===== src/hw/rtl/nonzero_point_window_average_defines.svh =====
`ifndef NONZERO_POINT_WINDOW_AVERAGE_DEFINES_SVH
`define NONZERO_POINT_WINDOW_AVERAGE_DEFINES_SVH

// Assertion helpers. Both sample on aclk and are off while aresetn is low.

// The consequent must hold in the same cycle as the antecedent.
`define NPWA_ASSERT_SAME(label, ante, cons, msg) \
    label: assert property (@(posedge aclk) disable iff (!aresetn) (ante) |-> (cons)) \
        else $error(msg);

// The consequent must hold in the cycle after the antecedent.
`define NPWA_ASSERT_NEXT(label, ante, cons, msg) \
    label: assert property (@(posedge aclk) disable iff (!aresetn) (ante) |=> (cons)) \
        else $error(msg);

`endif


===== src/hw/rtl/npwa_pkg.sv =====
package npwa_pkg;

    localparam int PTS       = 12;                  // points in one frame
    localparam int DIST_W    = 16;                  // width of one distance
    localparam int IDX_W     = $clog2(PTS);         // point index width
    localparam int CNT_W     = 12;                  // point count width
    localparam int SUM_W     = 28;                  // distance sum width
    localparam int FRM_W     = 8;                   // frame counter width
    localparam int DIV_STEPS = SUM_W;               // one quotient bit per cycle
    localparam int DCNT_W    = $clog2(DIV_STEPS);   // divide step counter width

    localparam logic [FRM_W-1:0] FRAMES_RESET = FRM_W'(100);

    // Sequencer states.
    localparam int ST_W = 3;
    localparam logic [ST_W-1:0] ST_IDLE  = 3'd0;
    localparam logic [ST_W-1:0] ST_ACCUM = 3'd1;
    localparam logic [ST_W-1:0] ST_CHECK = 3'd2;
    localparam logic [ST_W-1:0] ST_DIV   = 3'd3;
    localparam logic [ST_W-1:0] ST_DONE  = 3'd4;

    typedef logic [PTS-1:0][DIST_W-1:0] frame_t;

endpackage


===== src/hw/rtl/nonzero_point_window_average.sv =====
// Channel   | Direction | tdata                        | tuser      | Meaning
// s_        | in        | dist_0 .. dist_11 (16b each) | -          | one sensor frame
// m_        | out       | average_distance (16b)       | no_points  | one window average
// cfg_      | in        | frames_per_result (8b)       | -          | window length
//
// For each frame the shared adder walks the twelve points one per cycle,
// then the check state compares the frame counter against the window length.
// A frame that closes a non-empty window adds restoring division
// (one quotient bit per cycle) and a step that loads the output register.
// Reset is synchronous on aresetn low; the window length returns to 100 frames.
// A waiting result holds only the frame that closes the next window.

`include "nonzero_point_window_average_defines.svh"

module nonzero_point_window_average
    import npwa_pkg::*;
(
    input  logic                 aclk,
    input  logic                 aresetn,
    input  logic                 cfg_we,
    input  logic [FRM_W-1:0]     cfg_wdata,   // frames_per_result
    input  logic                 s_tvalid,
    output logic                 s_tready,
    input  logic [PTS*DIST_W-1:0] s_tdata,    // dist_0 [15:0] up to dist_11 [191:176]
    output logic                 m_tvalid,
    input  logic                 m_tready,
    output logic [DIST_W-1:0]    m_tdata,     // average_distance [15:0]
    output logic                 m_tuser      // no_points [0]
);

    logic [ST_W-1:0]   state_reg, state_next;
    logic [FRM_W-1:0]  fpr_reg, fpr_next;
    logic [FRM_W-1:0]  fc_reg, fc_next;
    logic [CNT_W-1:0]  count_reg, count_next;
    logic [SUM_W-1:0]  sum_reg, sum_next;
    frame_t            frame_reg, frame_next;
    logic [IDX_W-1:0]  idx_reg, idx_next;
    logic [CNT_W:0]    rem_reg, rem_next;
    logic [SUM_W-1:0]  quo_reg, quo_next;
    logic [DCNT_W-1:0] dcnt_reg, dcnt_next;
    logic              np_reg, np_next;
    logic              m_tvalid_reg, m_tvalid_next;
    logic [DIST_W-1:0] m_tdata_reg, m_tdata_next;
    logic              m_tuser_reg, m_tuser_next;

    logic [DIST_W-1:0] dist_cur;
    logic [SUM_W-1:0]  acc_sum;
    logic [FRM_W:0]    fc_inc;
    logic [FRM_W:0]    limit;
    logic              frame_end;
    logic [CNT_W:0]    div_shift;
    logic [CNT_W:0]    div_diff;
    logic              div_ge;
    logic              out_free;

    assign s_tready = (state_reg == ST_IDLE);
    assign m_tvalid = m_tvalid_reg;
    assign m_tdata  = m_tdata_reg;
    assign m_tuser  = m_tuser_reg;

    always_comb begin
        dist_cur  = frame_reg[0];
        acc_sum   = sum_reg + SUM_W'(dist_cur);
        fc_inc    = {1'b0, fc_reg} + (FRM_W+1)'(1);
        // A register value of zero stands for a window of 256 frames.
        limit     = (fpr_reg == '0) ? {1'b1, {FRM_W{1'b0}}} : {1'b0, fpr_reg};
        frame_end = (fc_inc >= limit);
        div_shift = {rem_reg[CNT_W-1:0], quo_reg[SUM_W-1]};
        div_diff  = div_shift - {1'b0, count_reg};
        div_ge    = (div_shift >= {1'b0, count_reg});
        out_free  = !m_tvalid_reg || m_tready;

        state_next    = state_reg;
        fpr_next      = cfg_we ? cfg_wdata : fpr_reg;
        fc_next       = fc_reg;
        count_next    = count_reg;
        sum_next      = sum_reg;
        frame_next    = frame_reg;
        idx_next      = idx_reg;
        rem_next      = rem_reg;
        quo_next      = quo_reg;
        dcnt_next     = dcnt_reg;
        np_next       = np_reg;
        m_tvalid_next = m_tvalid_reg && !m_tready;
        m_tdata_next  = m_tdata_reg;
        m_tuser_next  = m_tuser_reg;

        case (state_reg)
            ST_IDLE: begin
                if (s_tvalid) begin
                    frame_next = frame_t'(s_tdata);
                    idx_next   = '0;
                    state_next = ST_ACCUM;
                end
            end
            ST_ACCUM: begin
                // The frame shifts down one point per cycle into the adder.
                frame_next[PTS-2:0] = frame_reg[PTS-1:1];
                frame_next[PTS-1]   = '0;
                if (dist_cur != '0) begin
                    sum_next   = acc_sum;
                    count_next = count_reg + CNT_W'(1);
                end
                idx_next = idx_reg + IDX_W'(1);
                if (idx_reg == IDX_W'(PTS-1)) begin
                    state_next = ST_CHECK;
                end
            end
            ST_CHECK: begin
                if (!frame_end) begin
                    fc_next    = fc_reg + FRM_W'(1);
                    state_next = ST_IDLE;
                end else if (count_reg == '0) begin
                    quo_next   = '0;
                    np_next    = 1'b1;
                    state_next = ST_DONE;
                end else begin
                    rem_next   = '0;
                    quo_next   = sum_reg;
                    dcnt_next  = '0;
                    np_next    = 1'b0;
                    state_next = ST_DIV;
                end
            end
            ST_DIV: begin
                rem_next  = div_ge ? div_diff : div_shift;
                quo_next  = {quo_reg[SUM_W-2:0], div_ge};
                dcnt_next = dcnt_reg + DCNT_W'(1);
                if (dcnt_reg == DCNT_W'(DIV_STEPS-1)) begin
                    state_next = ST_DONE;
                end
            end
            ST_DONE: begin
                if (out_free) begin
                    m_tvalid_next = 1'b1;
                    m_tdata_next  = quo_reg[DIST_W-1:0];
                    m_tuser_next  = np_reg;
                    fc_next       = '0;
                    count_next    = '0;
                    sum_next      = '0;
                    state_next    = ST_IDLE;
                end
            end
            default: begin
                state_next = ST_IDLE;
            end
        endcase
    end

    always_ff @(posedge aclk) begin
        if (!aresetn) begin
            state_reg    <= ST_IDLE;
            fpr_reg      <= FRAMES_RESET;
            fc_reg       <= '0;
            count_reg    <= '0;
            sum_reg      <= '0;
            m_tvalid_reg <= 1'b0;
        end else begin
            state_reg    <= state_next;
            fpr_reg      <= fpr_next;
            fc_reg       <= fc_next;
            count_reg    <= count_next;
            sum_reg      <= sum_next;
            m_tvalid_reg <= m_tvalid_next;
        end
    end

    always_ff @(posedge aclk) begin
        frame_reg   <= frame_next;
        idx_reg     <= idx_next;
        rem_reg     <= rem_next;
        quo_reg     <= quo_next;
        dcnt_reg    <= dcnt_next;
        np_reg      <= np_next;
        m_tdata_reg <= m_tdata_next;
        m_tuser_reg <= m_tuser_next;
    end

    `NPWA_ASSERT_NEXT(a_accept_starts_accum, s_tvalid && s_tready, state_reg == ST_ACCUM, "accepted frame did not start accumulation")
    `NPWA_ASSERT_SAME(a_div_nonzero_count, state_reg == ST_DIV, count_reg != '0, "division started with a zero point count")
    `NPWA_ASSERT_SAME(a_div_steps_bound, state_reg == ST_DIV, dcnt_reg <= DCNT_W'(DIV_STEPS-1), "divide step counter ran past the last step")
    `NPWA_ASSERT_NEXT(a_midwindow_returns_idle, state_reg == ST_CHECK && !frame_end, state_reg == ST_IDLE && count_reg == $past(count_reg), "frame inside a window disturbed the totals")
    `NPWA_ASSERT_SAME(a_empty_window_zero, m_tvalid && m_tuser, m_tdata == '0, "empty window result carries a nonzero average")

endmodule

===== config.mk =====
export PLATFORM = sky130hd
export DESIGN_NAME = nonzero_point_window_average
export DESIGN_NICKNAME = d
export VERILOG_FILES = /design/src/hw/rtl/npwa_pkg.sv /design/src/hw/rtl/nonzero_point_window_average.sv
export VERILOG_INCLUDE_DIRS = /design/src /design/src/hw/rtl
export SDC_FILE = /design/constraint.sdc
export NUM_CORES = 1
export LEC_CHECK = 0
export BUFFER_PORTS_ARGS = -buffer_cell sky130_fd_sc_hd__buf_2
export CORE_ASPECT_RATIO = 1.25
export CORE_UTILIZATION = 57
export CTS_BUF_LIST = sky130_fd_sc_hd__clkbuf_16
export CTS_CLUSTER_SIZE = 14
export DETAILED_ROUTE_END_ITERATION = 16
export PLACE_DENSITY = 0.8
export SLEW_MARGIN = 40
export SYNTH_ARGS = -nofsm -noshare
export SYNTH_HDL_FRONTEND = slang
export SYNTH_SLANG_ARGS = --single-unit

===== constraint.sdc =====
create_clock -name aclk -period 6.93 [get_ports aclk]
set_input_delay 1.0395 -clock aclk [delete_from_list [all_inputs] [get_ports aclk]]
set_output_delay 1.0395 -clock aclk [all_outputs]
set_load 0.01 [all_outputs]

* After elaboration in Yosys (flattened, before gate mapping)
Cells that the tools add are included.
Word-level totals: RAM bits 0, logic and storage cells 102, bits in latches 0, memories 0, flip-flop bits (word level) 319, ROM bits 0
Cells by class: shift operators 0, multipliers 0, bitwise gates (word level) 0, magnitude comparators 2, multiplexer cells 34, div/mod/pow operators 0, eq/ne operators 14, reduce and logical (&&, ||, !) cells 20, $add $sub $neg 7
Operators by type and width (number):
- case mux 192 bit (2 select lines) | 1
- two-way mux 192 bit | 1
- two-way mux 28 bit | 4
- case mux 28 bit (2 select lines) | 2
- two-way mux 12 bit | 5
- case mux 12 bit (2 select lines) | 2
- adder 28 x 16 -> 28 bit | 1
- two-way mux 3 bit | 6
- two-way mux 8 bit | 2
- inequality test 2 bit, second input constant | 8
- case mux 8 bit (2 select lines) | 1
- nonzero test 16 bit | 1
- case mux 3 bit (5 select lines) | 1
- >= comparator 13 x 12 -> 1 bit | 1
- adder 12 x 1 -> 12 bit, second input constant | 1
- logical NOT 12 bit | 1
- subtractor 12 bit | 1
- two-way mux 5 bit | 2
- case mux 5 bit (2 select lines) | 1
- adder 8 x 1 -> 9 bit, second input constant | 1
- >= comparator 9 bit | 1
- two-way mux 9 bit | 1
- AND reduction 3 bit | 3
- adder 8 x 1 -> 8 bit, second input constant | 1
- 18 further kinds | 28

* Depth between registers and ports, before layout
Gate-level depths: netlist of run 1.
depth in word-level cells 5, gate-level depth with buffers 13

* Worst setup path after synthesis of run 1
Ideal clock, no wire load.
kind reg-to-reg, from register state_reg[1], to register frame_reg, in the netlist dist_cur[0] (enable), path slack 893 ps, clock period less this slack 6037 ps, required time 5377 ps, arrival 4484 ps, buffers on the path 3, stages on the path, launching flop included 6, cells stage by stage dfxtp_1 clkbuf_1 nand2b_1 clkbuf_1 clkbuf_1 nand2_1
On the way: cells in the longest elaborated chain, start to end 3, elaborated cells on any way between the ends 5, those cells by class eq/ne (2); reduce/logical (3)
RTL lines:
- start, declared | line nonzero_point_window_average.sv:31 | logic [ST_W-1:0] state_reg, state_next;
- start signal, assigned | line nonzero_point_window_average.sv:159 | state_reg <= state_next;
- equality test 3 x 1 -> 1 bit or logical NOT 3 bit (tied branches) | line nonzero_point_window_average.sv:88 | case (state_reg)
- nonzero test 2 bit (no source line) or inequality test 2 bit (tied branches)
- AND reduction 2 bit (no source line) *
- end signal, assigned | line nonzero_point_window_average.sv:169 | frame_reg <= frame_next;
- end, declared | line nonzero_point_window_average.sv:36 | frame_t frame_reg, frame_next;
Every way passes the cells marked *; elsewhere a longest branch is shown, timed or not. A chain may end at the register's enable or synchronous reset.

* Worst setup path after layout of run 1
from register fc_reg[0], to register quo_reg[24] (enable)
On the way: cells in the longest elaborated chain, start to end 4
RTL lines:
- start, declared | line nonzero_point_window_average.sv:33 | logic [FRM_W-1:0] fc_reg, fc_next;
- start signal, assigned | line nonzero_point_window_average.sv:161 | fc_reg <= fc_next;
- adder 8 x 1 -> 9 bit | line nonzero_point_window_average.sv:64 | fc_inc = {1'b0, fc_reg} + (FRM_W+1)'(1);
- >= comparator 9 bit | line nonzero_point_window_average.sv:67 | frame_end = (fc_inc >= limit);
- inequality test 2 bit (no source line)
- AND reduction 2 bit (no source line)
- end signal, assigned | line nonzero_point_window_average.sv:172 | quo_reg <= quo_next;
- end, declared | line nonzero_point_window_average.sv:39 | logic [SUM_W-1:0] quo_reg, quo_next;
Every way passes these cells.

==> summary.md, run 1 <==
The run finished with clean final reports. Counting I/O delays and the setup requirement, the final critical path takes 3.21 ns. The area fraction in compound gates after synthesis is 7.00%.

After detailed routing, the number of remaining DRC violations is 0. Counting along the longest clock path gives a buffer depth of 3. The synthesized-area fraction occupied by and/or/nand/nor cells was 23.6%.

Entering global routing, the biggest net connects 110 pins. The register with the most flip-flops in the layout has 176 of them. The signal on the critical path passes through ha_1, and3_1, and3_1, nand2b_1, nand2_1, ha_1, a21oi_1, nor2b_1, o21ai_0, o211ai_1, nand2_1, nand2_2.

Sorting the synthesized cells by how often they occur yields sky130_fd_sc_hd__nand2_1, sky130_fd_sc_hd__edfxtp_1, sky130_fd_sc_hd__clkbuf_1, sky130_fd_sc_hd__dfxtp_1, sky130_fd_sc_hd__o21ai_0. The final net count was 1962. The async set-or-reset flop fraction in the synthesized netlist works out to 0%. The tools report the count of endpoints failing setup in the final report as 0. For this run the aggregate overflow at the end of global routing stands at 0.

Largest family of logic cells by synthesized area: simple AND/OR/NAND/NOR gates. After detailed routing, the average wire length per cell comes to 16.1 µm. Summing the areas of all xor and xnor instances in the mapped netlist gives 2.62% of the synthesized area. The Yosys step of the flow raised 0 warnings.

In this run the static leakage power is 7.52 nW. Global routing used 25.0% of the available tracks. The tools report the final wirelength as 33600 µm. After Yosys synthesis, full adders, half adders and majority gates account for 3.76% of the synthesized area. The power per standard cell area was 254 nW/µm². The kind of critical path is reg2reg. Summed over all nets, wire length on met2 after detailed routing comes to 17000 µm. The run gives 0 as the number of maximum-capacitance constraint violations. Headroom to the max-slew limit came out at 49.6%.

The cell count after placement is 2020, and the number of vias in the routed layout is 11372. TritonCTS built the clock tree. The number of endpoints with negative hold slack in the final report is 0. Pin placement for this block handled 224 I/O pins. Total power for the finished layout comes to 4.41 mW.

Buffers inserted to repair hold after CTS numbered 0. The worst setup path is captured at a register. The number of levels the H-tree was split into was 1; the number of flip-flops and latches in the synthesized netlist was 319. After synthesis, the mean cell area works out to 9.94 µm². The count of nets left with antenna violations once routing finished came out at 0. The tools report the met3 wirelength from detailed routing as 2340 µm. The top routing layer in use is met5. The netlist uses 68 different library cells. The tightest hold path in the finished design has a slack of 0.447 ns. The width of the chip works out to 147 µm. The synthesized design spends more area on one cell type than any other, namely sky130_fd_sc_hd__edfxtp_1. The via count of the first global-routing pass is 11281. The min-delay analysis places its worst path in the category reg2reg. Routability-driven placement finished with a final weighted congestion of 0.880. The final critical path takes up 46.3% of the cycle. The post-layout instance count excluding filler cells is 2081. Data on the critical path is required at its endpoint by 7.07 ns.

In the synthesized netlist, mux cells make up 0.940% of the area. For the proportion of synthesized chip area in sequential cells, the log shows 59.7%. Dividing the detail-routed via count by the number of cells gives 5.46.

The slew at the pin closest to its max-slew limit was 0.756 ns; the final number of max-transition violations was 0. Of all nets on the critical path, the largest fanout is 28. By area the synthesized netlist is led by sky130_fd_sc_hd__edfxtp_1, sky130_fd_sc_hd__nand2_1, sky130_fd_sc_hd__dfxtp_1.

Yosys mapped a number of flops with a built-in enable equal to 259. After clock tree synthesis, the setup repair step added 0 buffers. Leading register cell type out of synthesis: sky130_fd_sc_hd__edfxtp_1. The number of placement rows was 66.

For this run, the detailed router's first-pass iteration total came to 5. The element type at the critical path start was a register. Setup repair after global routing left no endpoint under its margin.

The worst-case clock skew is 0.0146 ns. For this block, wires on met1 add up to 13000 µm. For flop-to-flop paths, the worst setup slack is 3.72 ns. The synthesized design devotes to its leading area cell type 51.7% of total area. The number of antenna violations at the first check in global routing was 6; the number of instances in the synthesized netlist was 1514. The proportion of layout cells with a drive suffix above 1 came out at 17.3%. IR analysis of the VDD net gives a maximum drop of 242 µV. The vertical die dimension works out to 184 µm. The count of buffers inserted at the top-level ports is 223, and the clock latency on the worst-skew pair is 0.56 ns. On the worst path, the slowest cell contributes a delay of 0.43 ns. The total clock sinks is 319, and the initial detailed-routing violation count is 888. The global-route wire length before repair came out at 53800 µm. On the critical path, the stage with the largest delay is an instance of sky130_fd_sc_hd__dfxtp_1. The peak clock frequency supported by timing is 0.312 GHz. The number of nets handed over by synthesis was 1763. The run gives 3.35 ns as the worst path arrival time.

Detailed placement finished with a half-perimeter wire length of 23300 µm. The tools report the total die area as 27100 µm². In this run the clock root is driven by a sky130_fd_sc_hd__clkbuf_16. The run gives 15000 µm² as the post-synthesis instance area. sky130_fd_sc_hd__nand2_1 is the most common cell in the netlist.

The number of gates resized after CTS is 0. Effective utilization at floorplan: 57.8%. The tools report the final setup TNS as 0 ns. Buffers inserted during clock tree synthesis total 31.

In this run the standard cell core region covers 26000 µm². The area growth from synthesis to layout is 15.7%. Clock-pin slew was measured on the worst setup and hold paths at 0.07 ns.
==> where the power goes <==
| group | switching, mW | internal, mW |
|---|---|---|
| logic | 0.326 | 0.197 |
| clock network | 0.705 | 0.846 |
| registers | 0.0661 | 2.27 |
| total | 1.10 | 3.32 |
==> critical path, delay by kind of cell, from the launching register on <==
family          cells  cell delay, ns
simple gates        7            1.20
compound gates      3            0.63
fa+ha+maj           2            0.52
flops               1            0.43
==> stage by stage <==
| stage | instance area (µm²) | util (%) | worst slack, ns |
|---|---|---|---|
| final | 17400 | 66.9 | 3.72 |
| after global routing | 17400 | 66.9 | 3.41 |
| after CTS | 17400 | 66.9 | 3.78 |
| after detailed placement | 16500 | 63.3 | 3.80 |
| after global placement | 16400 | 63.2 | 3.51 |
| after floorplan | 15000 | - | 0.893 |
==> final timing paths <==
check,start,end,depth (start not counted)
hold reg to reg,quo_reg[8],m_tdata[8],0
hold / removal,quo_reg[8],m_tdata[8],0
setup / recovery,fc_reg[0],quo_reg[24],12
setup reg to reg,fc_reg[0],quo_reg[24],12
==> cell usage in the layout (no fill, tap or decap), drive strengths merged, types with 12 or more instances in the layout <==
cell and n:
buf 232, nor2b 31, and3 17, and2 12, xor2 15, o21ai 58
clkbuf 31, nand2 629, a21oi 35, clkinv 15, xnor2 30, ha 42
dfxtp 60, a21o 13, mux2i 13, edfxtp 259, inv 37, nand3 31
nor2 54, nand4 12
==> area by class of cell <==
type                    count  area, µm²
clock inverters            26        149
repair buffers            232       1230
well taps                 340        425
clock buffers              31        776
flip-flops and latches    319       8980
multi-input cells        1100       5730
inverters                  29        109
fillers                  2017       8600
diodes                      4       10.0
==> kinds of logic after synthesis <==
group | count (synthesis)
flops | 319
xor+xnor | 45
fa+ha+maj | 44
mux | 14
simple gates | 834
buf+inv | 95
compound gates | 163
==> per-layer routing <==
metal | global-route usage [%] | vias up
li1 | - | 5559
met1 | 29.9 | 5310
met2 | 44.5 | 423
met3 | 4.32 | 78
met4 | 10.6 | 2
met5 | 0 | -
No activity file was read; power rests on OpenSTA's default activity.
==> run 2, diff against run 1 <==
CORE_UTILIZATION = 52   (was 57)
PLACE_DENSITY = 0.77   (was 0.8)
clock period = 2.6 ns   (was 6.93 ns; I/O delays follow)
==> run 2 against run 1 <==
- the run now ends with negative setup slack left
- clock skew shrank 0.00090 ns
- die area grew 9.5%
- core utilization shrank 2.6 points
- design area grew 5.0%
- largest cell class unchanged
- largest power group unchanged
- highest routed layer unchanged
==> summary.md, run 2 (synthesized netlist as in run 1, its figures left out) <==
The tools report the capture endpoint of the worst hold path as fpr_reg[5]. The post-route antenna net violation count is 0 (unchanged), and the area growth from synthesis to layout is 21.5%. Clock latency on the worst-skew pair: 0.52 ns (-0.04 ns).

In this run the critical register-to-register path is captured at sum_reg[26]. The critical path goes through ha_2, inv_2, fa_2, nor2b_4, o2111ai_2, a31o_2, a211o_4, and2_4, or3_1, a21oi_1. The total die area is 29600 µm² (+9.5%). The flow ran to the end, but the final reports show violations. The relative max-transition margin was 50.9% (+1.3 points); the worst-case clock skew was 0.0137 ns (-0.000905 ns). The logs give 7.89 nW (+5.0%) for the leakage power and 3 (unchanged) for the buffer levels on the longest clock path. The run gives 11093 (-1.7%) as the via count of the first global-routing pass. The clock transition at the register clock pins on the worst setup and hold paths after CTS is 0.06 ns (about the same), and the internal power component is 9.26 mW (+180%).

The sequential share of power came out at 50.5% (-2.5 points). The number of antenna violations at the first check in global routing is 11 (+5). The cell area after placement was 16800 µm² (+2.1%); the total non-filler cell area in the finished layout was 18300 µm² (+5.0%). The largest stage delay on the critical path is 0.38 ns (-0.05 ns). Setup repair after global routing could not meet its margin everywhere. The number of maximum-capacitance constraint violations is 0 (unchanged).

The proportion of layout cells with a drive suffix above 1 came out at 21.9% (+4.6 points). The DRC violation count after routing is 0 (unchanged), and the number of vias in the routed layout is 11438 (+0.58%). The power per standard cell area is 675 nW/µm² (+170%), and the number of endpoints with negative hold slack in the final report is 0 (unchanged).

The checks that failed: negative setup slack. The tools report the critical path capture point type as a register. The depth of the worst register-to-register path was 10 (-2); the peak clock frequency supported by timing was 0.378 GHz (+21%). The critical path is of the reg2reg type. The run gives 37.7% (+2.5 points) as the clock network fraction of total power.

The total clock sinks is 319 (unchanged), and the period utilization is 102% (+55 points). The proportion of total power due to net switching is 24.9% (about the same). Routability-driven placement congestion ratio: 0.886 (+0.66%). The run gives 0 (unchanged) as the count of hold-fix buffers inserted at cts.

The initial detailed-routing violation count is 630 (-29%), and the global-route total usage across every layer is 23.1% (-1.9 points). Most frequent standard cell in the layout excluding fill and tap cells: sky130_fd_sc_hd__nand2_1. The tools report the CTS buffer count as 35 (+13%).

The startpoint identified for the worst register-to-register timing path is dist_cur[0]. The startpoint identified for the worst hold timing path is cfg_wdata[5]. TritonCTS built the clock tree. The maximum net fanout on the critical path was 4 (-86%). The switching power summed over all nets was 3.07 mW (+180%); the vertical die dimension was 192 µm (+4.6%). The pre-CTS setup slack is -0.158 ns (-3.96 ns). In this run the worst setup path begins at dist_cur[0]. The count of endpoints failing setup in the final report was 16 (+16); the worst hold path cell count was 3 (+3). Final critical path time including I/O delays and setup: 2.65 ns (-0.563 ns).

The tools report the area of the core region as 28400 µm² (+9.2%). The wire length per cell after detailed routing is 16.0 µm (-0.82%). The slowest stage of the critical path belongs to the cell sky130_fd_sc_hd__fa_2. The final-layout fill cell count was 2264 (+12%); the pin count of the biggest net entering global routing was 120 (+9.1%). The tools report the worst-case setup margin in the final layout as -0.0458 ns (-3.77 ns). For the effective utilization at floorplan, the log shows 53.0% (-4.9 points). Aggregate global routing overflow: 0 (unchanged). The final wirelength was 34400 µm (+2.5%); the count of buffers inserted at the top-level ports was 223 (unchanged). The width of the chip was 154 µm (+4.6%); the maximum ir drop on the vdd rail was 647 µV (+170%). STA classifies the critical path startpoint as a register. The number of flip-flops in the largest register was 176 (unchanged); the fraction of power consumed by combinational cells was 11.8% (about the same).

For the final net count, the log shows 2010 (+2.4%). For the global-route wire length before repair, the log shows 54000 µm (+0.41%). The class of the tightest hold or removal check is in2reg. Worst path arrival time: 3.09 ns (-0.26 ns). The flop-to-flop setup slack is -0.05 ns (-3.77 ns). The critical path required time was 3.04 ns (-4.03 ns). The run gives 23500 µm (+0.83%) as the detailed-placement wirelength estimate.

The number of placement rows is 69 (+4.5%). The run gives 5 (unchanged) as the length of the first detailed-routing pass in iterations. The top cell types in the final layout, fill and taps aside, are sky130_fd_sc_hd__nand2_1, sky130_fd_sc_hd__edfxtp_1, sky130_fd_sc_hd__buf_2. For the final number of max-transition violations, the log shows 0 (unchanged). The slew at the pin closest to its max-slew limit came out at 0.736 ns (-0.0195 ns). The power after layout came out at 12.3 mW (+180%). Mean number of vias per cell: 5.32 (-2.6%). Clock tree synthesis selected as its root buffer the cell sky130_fd_sc_hd__clkbuf_16.

The number of top-level pins is 224 (unchanged), and the number of levels the H-tree was split into is 2 (+1).
-- run 2: changes by cell type in the layout (fill, tap and decap cells not counted), sizes merged --
cell      change
buf          +41
clkinv        +6
clkbuf        +5
diode         +3
inv           -3
nand2         +3
clkinvlp      -1
-- run 2: layer usage --
metal	GRT usage, %	part of all wire [%]
met5	0	0.13
met4	9.00	3.3
met3	5.69	7.2
met2	41.2	51
met1	26.8	39
-- run 2: timing repair --
action	4_1_cts	5_1_grt
endpoints found under the setup margin	53	68
hold endpoints to repair	0	0
setup buffers	5	4
pin swaps	10	17
gates resized for setup	24	30
gates cloned	4	0
-- run 2: cell type report --
cell class	instances	area (µm²)	share of cell area [%]
Sequential cell	319	8980	49.1
Multi-Input combinational cell	1103	6010	32.9
Timing Repair Buffer	273	1630	8.93
Clock buffer	36	901	4.93
Tap cell	355	444	2.43
Clock inverter	28	180	0.986
Inverter	29	109	0.596
Antenna cell	7	17.5	0.0958
-- run 2: stage by stage --
step                instances  util [%]  hold slack, ns  setup TNS (ns)
global route             2149      64.3           0.105           -5.38
finish                   2150      64.3           0.104          -0.170
global placement         2067      59.2           0.432           -2.30
detailed placement       2067      59.2           0.432           -4.65
CTS                      2140      63.8          0.0846               0
floorplan                1514         -           0.400               0
-- run 2: worst max-delay path: cells and delay by family (launching register included) --
kind,cells,cell delay (ns)
flip-flops,1,0.36
AND/OR/NAND/NOR,3,0.61
adder cells (fa/ha/maj),2,0.59
AO/OA/AOI/OAI,4,0.96
buffers and inverters,1,0.05
-- run 2: worst max path at each step --
stage / endpoint / slack [ns] / cells after the start
2_1_floorplan: dist_cur[0] / 0.03 / 5
3_3_place_gp: quo_reg[11] / -0.08 / 10
3_5_place_dp: quo_reg[12] / -0.16 / 10
4_1_cts: rem_reg[2] / 0.002 / 12
5_1_grt: rem_reg[2] / -0.13 / 13
6_report: sum_reg[26] / -0.05 / 10
-- run 2: power groups by stage --
stage,logic (mW),registers [mW],clock network [mW]
after floorplan,0.950,6.27,0
after global placement,1.38,6.32,0
after detailed placement,1.42,6.33,0
after CTS,1.44,6.23,4.75
after global routing,1.63,6.26,4.96
final,1.46,6.22,4.65
